<file path="config.mk">
export PLATFORM = sky130hd
export DESIGN_NAME = utf8_to_ucs2_decoder
export DESIGN_NICKNAME = d
export VERILOG_FILES = /design/src/hdl/u8dec_pkg.sv /design/src/hdl/utf8_to_ucs2_decoder.sv /design/src/hdl/u8dec_core.sv
export SDC_FILE = /design/constraint.sdc
export NUM_CORES = 1
export LEC_CHECK = 0
export BUFFER_PORTS_ARGS = -buffer_cell sky130_fd_sc_hd__buf_2
export CAP_MARGIN = 20
export CORE_ASPECT_RATIO = 0.6
export CORE_UTILIZATION = 51
export DETAILED_ROUTE_END_ITERATION = 16
export PLACE_DENSITY = 0.84
export SYNTH_ARGS = -nofsm -noshare
export SYNTH_HDL_FRONTEND = slang
export SYNTH_SLANG_ARGS = --single-unit
</file>
<file path="constraint.sdc">
create_clock -name clk -period 3.4 [get_ports clk]
set_input_delay 0.85 -clock clk [delete_from_list [all_inputs] [get_ports clk]]
set_output_delay 0.85 -clock clk [all_outputs]
set_load 0.01 [all_outputs]
</file>
<file path="src/hdl/u8dec_pkg.sv">
// ----------------------------------------------------------------------------
// u8dec_pkg
// Types and constants of the UTF-8 to UCS-2 decoder.
// ----------------------------------------------------------------------------
package u8dec_pkg;

    localparam int BYTE_W  = 8;
    localparam int CODE_W  = 16;
    localparam int COUNT_W = 16;
    localparam int STAGE_W = 2;

    // sequence stage codes
    localparam logic [STAGE_W-1:0] STAGE_IDLE   = 2'd0;
    localparam logic [STAGE_W-1:0] STAGE_LEAD   = 2'd1;
    localparam logic [STAGE_W-1:0] STAGE_SECOND = 2'd2;

    localparam logic [CODE_W-1:0]  REPLACEMENT_CHAR = 16'hFFFD;
    localparam logic [COUNT_W-1:0] LIMIT_RESET      = 16'hFFFF;
    localparam logic [COUNT_W-1:0] COUNT_MAX        = 16'hFFFF;

    localparam logic [BYTE_W-1:0] MASK_TOP3  = 8'hE0;
    localparam logic [BYTE_W-1:0] MASK_TOP2  = 8'hC0;
    localparam logic [BYTE_W-1:0] LEAD_TWO   = 8'hC0;
    localparam logic [BYTE_W-1:0] CONT_MARK  = 8'h80;

    // decoder state carried between bytes
    typedef struct packed {
        logic [STAGE_W-1:0] stage;
        logic [BYTE_W-1:0]  lead;
        logic [BYTE_W-1:0]  second;
        logic [COUNT_W-1:0] count;
    } seq_state_t;

    // outcome of one byte
    typedef struct packed {
        logic               emit;
        logic               have;
        logic               last;
        logic [CODE_W-1:0]  code;
        logic [COUNT_W-1:0] count;
    } byte_result_t;

endpackage

</file>
<file path="src/hdl/utf8_to_ucs2_decoder.sv">
// ----------------------------------------------------------------------------
// utf8_to_ucs2_decoder
// UTF-8 byte stream in, 16-bit code points and string counts out.
// ----------------------------------------------------------------------------
// result words are registered, valid the cycle after their byte is taken
// throughput: one byte per cycle unless a result word is stalled; the single
//   result register frees as it is taken, so bytes flow as results drain
// reset: rst_n clears the sequence state, the count and the output valid,
//   and sets out_limit to 65535
module utf8_to_ucs2_decoder
(
    input  logic        clk,
    input  logic        rst_n,
    input  logic        cfg_we,
    input  logic [15:0] cfg_wdata,     // out_limit
    input  logic        s_tvalid,
    output logic        s_tready,
    input  logic [7:0]  s_tdata,       // in_byte
    input  logic        s_tlast,       // in_last
    output logic        m_tvalid,
    input  logic        m_tready,
    output logic [31:0] m_tdata,       // code_point [15:0], char_count [31:16]
    output logic        m_tuser,       // code_valid
    output logic        m_tlast        // string_end
);

    logic [u8dec_pkg::COUNT_W-1:0] limit_reg;
    u8dec_pkg::seq_state_t         state_reg;
    u8dec_pkg::seq_state_t         state_next;
    u8dec_pkg::byte_result_t       res;
    logic                          in_fire;
    logic                          valid_reg;
    logic [31:0]                   data_reg;
    logic                          user_reg;
    logic                          last_reg;

    assign s_tready = !valid_reg || m_tready;
    assign in_fire  = s_tvalid && s_tready;

    // limit register
    always_ff @(posedge clk or negedge rst_n)
    begin
        if (!rst_n)
            limit_reg <= u8dec_pkg::LIMIT_RESET;
        else if (cfg_we)
            limit_reg <= cfg_wdata;
    end

    u8dec_core u_core
    (
        .cur       (state_reg),
        .in_byte   (s_tdata),
        .in_last   (s_tlast),
        .out_limit (limit_reg),
        .nxt       (state_next),
        .res       (res)
    );

    // sequence state
    always_ff @(posedge clk or negedge rst_n)
    begin
        if (!rst_n)
            state_reg <= '0;
        else if (in_fire)
            state_reg <= state_next;
    end

    // result register valid
    always_ff @(posedge clk or negedge rst_n)
    begin
        if (!rst_n)
            valid_reg <= 1'b0;
        else if (in_fire)
            valid_reg <= res.emit;
        else if (m_tready)
            valid_reg <= 1'b0;
    end

    // result register payload
    always_ff @(posedge clk)
    begin
        if (in_fire && res.emit)
        begin
            data_reg <= {res.count, res.code};
            user_reg <= res.have;
            last_reg <= res.last;
        end
    end

    assign m_tvalid = valid_reg;
    assign m_tdata  = data_reg;
    assign m_tuser  = user_reg;
    assign m_tlast  = last_reg;

endmodule

</file>
<file path="src/hdl/u8dec_core.sv">
// ----------------------------------------------------------------------------
// u8dec_core
// Per-byte decode: next sequence state and the result of one byte.
// ----------------------------------------------------------------------------
module u8dec_core
(
    input  u8dec_pkg::seq_state_t            cur,
    input  logic [u8dec_pkg::BYTE_W-1:0]     in_byte,
    input  logic                             in_last,
    input  logic [u8dec_pkg::COUNT_W-1:0]    out_limit,
    output u8dec_pkg::seq_state_t            nxt,
    output u8dec_pkg::byte_result_t          res
);

    logic                             have;
    logic [u8dec_pkg::CODE_W-1:0]     cp;
    logic                             b_cont;
    logic                             s_cont;
    logic [u8dec_pkg::COUNT_W-1:0]    count_inc;
    u8dec_pkg::seq_state_t            upd;

    assign b_cont = (in_byte & u8dec_pkg::MASK_TOP2) == u8dec_pkg::CONT_MARK;
    assign s_cont = (cur.second & u8dec_pkg::MASK_TOP2) == u8dec_pkg::CONT_MARK;

    // sequence assembly
    always_comb
    begin
        have = 1'b0;
        cp   = '0;
        upd  = cur;
        if (cur.count >= out_limit)
        begin
            upd.stage = u8dec_pkg::STAGE_IDLE;
        end
        else
        begin
            case (cur.stage)
                u8dec_pkg::STAGE_LEAD:
                begin
                    if ((cur.lead & u8dec_pkg::MASK_TOP3) == u8dec_pkg::LEAD_TWO)
                    begin
                        have      = 1'b1;
                        cp        = b_cont ? {5'd0, cur.lead[4:0], in_byte[5:0]}
                                           : u8dec_pkg::REPLACEMENT_CHAR;
                        upd.stage = u8dec_pkg::STAGE_IDLE;
                    end
                    else
                    begin
                        upd.second = in_byte;
                        upd.stage  = u8dec_pkg::STAGE_SECOND;
                    end
                end
                u8dec_pkg::STAGE_SECOND:
                begin
                    have = 1'b1;
                    if (((cur.lead & u8dec_pkg::MASK_TOP3) == u8dec_pkg::MASK_TOP3)
                        && s_cont && b_cont)
                        cp = {cur.lead[3:0], cur.second[5:0], in_byte[5:0]};
                    else
                        cp = u8dec_pkg::REPLACEMENT_CHAR;
                    upd.stage = u8dec_pkg::STAGE_IDLE;
                end
                default:
                begin
                    if (!in_byte[7])
                    begin
                        have      = 1'b1;
                        cp        = {8'd0, in_byte};
                        upd.stage = u8dec_pkg::STAGE_IDLE;
                    end
                    else
                    begin
                        upd.lead  = in_byte;
                        upd.stage = u8dec_pkg::STAGE_LEAD;
                    end
                end
            endcase
        end
    end

    // saturating count of produced code points
    assign count_inc = (have && cur.count != u8dec_pkg::COUNT_MAX)
                       ? cur.count + 16'd1 : cur.count;

    // end of string clears the state
    always_comb
    begin
        nxt       = upd;
        nxt.count = count_inc;
        if (in_last)
            nxt = '0;
    end

    assign res.emit  = have | in_last;
    assign res.have  = have;
    assign res.last  = in_last;
    assign res.code  = cp;
    assign res.count = count_inc;

endmodule

</file>
# Word-level counts from Yosys, hierarchy flattened
# Index checks and enable logic that the tools add are counted.
dict set report totals {
  inputBits 30
  ff_bits 85
  wordCells 58
  output_inout_bits 36
}
dict set report classes {
  add_sub_neg 1
  n_reduce_logical 13
  magnitude_cmp 1
  eq_ne 10
  mux 22
  bitwise_logic 1
}
# cell count
set op_table {}
lappend op_table {{two-way mux 16 bit} 5}
lappend op_table {{two-way mux 34 bit} 1}
lappend op_table {{two-way mux 8 bit} 4}
lappend op_table {{one-hot mux 16 bit (2 select lines)} 1}
lappend op_table {{adder 16 x 1 -> 16 bit, second input constant} 1}
lappend op_table {{>= comparator 16 bit} 1}
lappend op_table {{!= test 16 bit, second input constant} 1}
lappend op_table {{AND reduction 4 bit} 2}
lappend op_table {{two-way mux 7 bit} 1}
lappend op_table {{== test 2 bit, second input constant} 3}
lappend op_table {{== test 3 bit, second input constant} 2}
lappend op_table {{two-way mux 1 bit} 6}
lappend op_table {{nonzero test 2 bit} 3}
lappend op_table {{logical AND 1 bit} 5}
lappend op_table {{two-way mux 2 bit} 2}
lappend op_table {{!= test 2 bit, second input constant} 2}
lappend op_table {{one-hot mux 2 bit (2 select lines)} 1}
lappend op_table {{== test 2 x 1 -> 1 bit, second input constant} 1}
lappend op_table {{!= test 2 x 1 -> 1 bit, second input constant} 1}
lappend op_table {{one-hot mux 1 bit (2 select lines)} 1}
lappend op_table {{OR reduction 2 bit} 1}
lappend op_table {{logical NOT 1 bit} 1}
lappend op_table {{logical OR 1 bit} 1}
lappend op_table {{OR 1 bit} 1}

# Depth between registers and ports, before layout
dict set report logic_depth {
  depth_word 7
  depth_mapped 11
  ltp_nobuf 9
}

# Cells and area by module
# From an unflattened synthesis, not the netlist that was laid out.
dict set report unflattened {
  cells_unflattened 421
  area_unflattened_um2 4904.7
}
# mod area_per_inst_um2 seq_area_each_um2 instances cells_each
set by_module_without_submodules {}
lappend by_module_without_submodules {utf8_to_ucs2_decoder 3104.2 2317.2 1 145}
lappend by_module_without_submodules {u8dec_core 1800.5 0.0 1 276}

# Worst setup path before layout
# OpenSTA, ideal clock, no wires.
dict set report synth_timing {
  path_kind {register to register}
  from {reg limit_reg[15] in the netlist's numbering}
  to {reg data_reg[0], in the netlist m_tdata[0], enable pin}
  period_less_slack_ns 3.757
  setup_ns 0.426
  path_stages_with_launch 11
  arrival_time_ns 3.331
  path_slack_ns -0.357
  t_required_ns 2.974
  path_buffers 1
  cell_sequence {dfstp_2 -> inv_1 -> ha_1 -> nand4_1 -> nor3_1 -> nor4_4 -> nand4b_4 -> inv_4 -> buf_6 -> nor2_1 -> nor2_1}
}
# item line
set synth_rtl {}
lappend synth_rtl {{start, declared} utf8_to_ucs2_decoder.sv:27} ;# logic [u8dec_pkg::COUNT_W-1:0] limit_reg;
lappend synth_rtl {{start signal, assigned} utf8_to_ucs2_decoder.sv:44} ;# limit_reg <= u8dec_pkg::LIMIT_RESET;
lappend synth_rtl {{start signal, assigned} utf8_to_ucs2_decoder.sv:46} ;# limit_reg <= cfg_wdata;
lappend synth_rtl {{end signal, assigned} utf8_to_ucs2_decoder.sv:84} ;# data_reg <= {res.count, res.code};
lappend synth_rtl {{end, declared} utf8_to_ucs2_decoder.sv:33} ;# logic [31:0] data_reg;

==> metrics.cfg <==
[status]
status = complete, no violations

[grt]
first_global_vias = 3465
track_usage_pct = 26.1
overflow = 0
grt_pass1_wl_mm = 17.6
antenna_found_initial = 0
grt_max_degree = 49

[sta]
maxSlewHeadroom_pct = 54.0
fin_setup_tns_ns = 0
setup_viol = 0
fin_crit_ns = 3.06
hold_viol = 0
fmax_ghz = 0.327
rsz0062_at_grt = false
clock_skew_ns = 0.00466
period_share_pct = 89.9
worst_pin_slew_ns = 0.685
slew_viol_final = 0

[clock_tree]
cts_tree = done
path_clk_slew_ns = 0.06
clockBufferDepth = 2
cts_made_buffers = 9
cts_resized = 0
cts_root_buffer = clkbuf_16
insertion_delay_ns = 0.34
cts.htree.levels = 3
cts_setup_buffers = 0
ctsHoldBuffers = 0
numClockSinks = 85

[critical_path]
required_ns = 3.49
r2r_end = m_tdata[17]$_DFFE_PP_
slowest_stage = dfstp_2
path_cells = inv_1, ha_1, nand4_1, or3_1, or4_1, nand4b_4, inv_4, buf_4, nand2_1, mux2_2
rrSetupSlack_ns = 0.34
r2r_start = limit_reg[15]$_DFFE_PN1P_
cp-start-kind = register
critPathCaptureType = register
crit_fanout = 14
rr_worst_depth = 10
max_stage_delay_ns = 0.52
critPathKind = reg2reg
worstPathArrival_ns = 3.14

[synth]
synth_top_family_by_area = simple AND/OR/NAND/NOR gates
dominantRegCellSynth = dfrtp_1
ys_types = 57
ys_seq_area_share_pct = 53.7
synthesis.area_um2 = 4310
synth-seq-cells = 85
muxShareOfSynthArea_pct = 0.522
synth-edff-count = 34
synth.most_common_cell = nand2_1
synth_top_area_cell = edfxtp_1
yosysWarningCount = 0
syn_inst = 406
synth_compound_area_share_pct = 15.2
synth_fp_nets = 455
avgSynthCellArea_um2 = 10.6
synth_adder_area_share_pct = 5.51
async_reset_ff_share_pct = 60.0
yosys.area_share.simple_pct = 17.4
synth-xor-area-share_pct = 3.05
netlist.area_leader.share_pct = 23.7
yosys-top-cells-count = nand2_1 (45), dfrtp_1 (35), edfxtp_1 (34), nor2_1 (34), o21ai_0 (30)
ys_top_cells_by_area = edfxtp_1 (24%), dfrtp_1 (20%), dfstp_2 (9.8%)

[detailed_routing]
initialDrtViolationCount = 351
ant_nets = 0
num_vias = 3549
drt_pre_antenna_iters = 5
wl_mm = 10.6
wire_per_inst_um = 17.9
drcViolationCount = 0
drt-vias-per-instance = 6.01

[power_and_ir_drop]
peakVddDrop_v = 0.000268
power_mw = 2.94
p_leak_nw = 2.27
pwr_density_cell_nw_per_um2 = 575

[floorplan]
die_h_um = 73.2
die_width_um = 121
rows = 25
start_util_pct = 53.6
ios = 66
core_region_area_um2 = 8040
die-area_um2 = 8840

[final_layout]
fin_cells = 591
diodes = 0
nets = 527
final_core_util_pct = 63.6
area_growth_pct = 18.6
fin_area_um2 = 5110
fillers = 607
drive_gt1_share_pct = 25.1
largest_reg_flops = 34

[placed_design]
dp.cells = 574
hpwlAfterDp_mm = 7.49
placed_area_um2 = 4790
gp_congestion = 0.923
numPortBuffers = 65

[hold_path]
hold_class = in2async

[job]
maxCapViolCount = 0

==> metrics by stage <==
| step | hold slack (ns) | worst slack, ns |
|---|---|---|
| floorplan | 0.458 | 0.223 |
| global placement | 0.478 | 0.258 |
| detailed placement | 0.487 | 0.178 |
| CTS | 0.505 | 0.145 |
| global route | 0.356 | 0.203 |
| finish | 0.351 | 0.344 |
==> cell usage in the layout, fill, tap and decap left out, drive strengths merged, types with 3 or more instances in the layout <==
master and instances:
nand2b 4, nand4 7, edfxtp 34, clkbuf 9
a21o 4, nor4 4, nand3 14, and3 4
clkinvlp 3, o21a 3, nor2 34, nand2 45
xor2 5, o21ai 30, a21oi 10, buf 78
o311ai 6, and2 3, ha 19, nor3 12
or3 6, inv 30, o31ai 3, xnor2 10
dfrtp 35, dfstp 16, or4 6, a22o 16
==> worst max-delay path by stage <==
stage / start / to / slack, ns / depth (start not counted)
finish: limit_reg[15]$_DFFE_PN1P_ / m_tdata[17]$_DFFE_PP_ / 0.34 / 10
global route: limit_reg[0]$_DFFE_PN1P_ / m_tdata[15]$_SDFFCE_PP0P_ / 0.20 / 9
CTS: limit_reg[0]$_DFFE_PN1P_ / m_tdata[18]$_DFFE_PP_ / 0.14 / 9
detailed placement: limit_reg[0]$_DFFE_PN1P_ / m_tdata[17]$_DFFE_PP_ / 0.18 / 9
global placement: limit_reg[0]$_DFFE_PN1P_ / m_tdata[18]$_DFFE_PP_ / 0.26 / 9
floorplan: limit_reg[15]$_DFFE_PN1P_ / m_tdata[0]$_SDFFCE_PP0P_ / 0.22 / 10
==> power breakdown <==
part	internal, mW	switching [mW]
clock network	0.571	0.407
logic	0.256	0.367
registers	1.24	0.101
==> cells by family (layout without fill, tap and decap cells) <==
| group | count (synthesis) | count (layout) |
|---|---|---|
| AO/OA/AOI/OAI | 92 | 92 |
| XOR/XNOR | 15 | 15 |
| adder cells (fa/ha/maj) | 19 | 19 |
| buffers and inverters | 45 | 122 |
| flip-flops | 85 | 85 |
| multiplexers | 2 | 2 |
| AND/OR/NAND/NOR | 148 | 148 |
==> cell type report <==
class,count,area (um2),area share (%)
Sequential cell,85,2320,45.3
Multi-Input combinational cell,276,1810,35.3
Inverter,28,108,2.10
Clock buffer,9,225,4.40
Clock inverter,7,73.8,1.44
Timing Repair Buffer,78,448,8.76
Tap cell,108,135,2.64
==> layer usage <==
metal / track usage, % / vias to the layer above / part of all wire [%]
met3: 6.17 / 21 / 10
li1: - / 1624 / -
met5: 0 / - / 0
met1: 38.3 / 1676 / 46
met4: 9.05 / 0 / 1.5
met2: 37.9 / 228 / 42
==> critical path: cells and delay by family (launching register included) <==
kind | cells | cell delay (ns)
muxes | 1 | 0.35
DFF | 1 | 0.52
adders and majority gates | 1 | 0.30
and+or+nand+nor | 5 | 1.36
buffers and inverters | 3 | 0.28
Power figures use the tool's default switching activity.
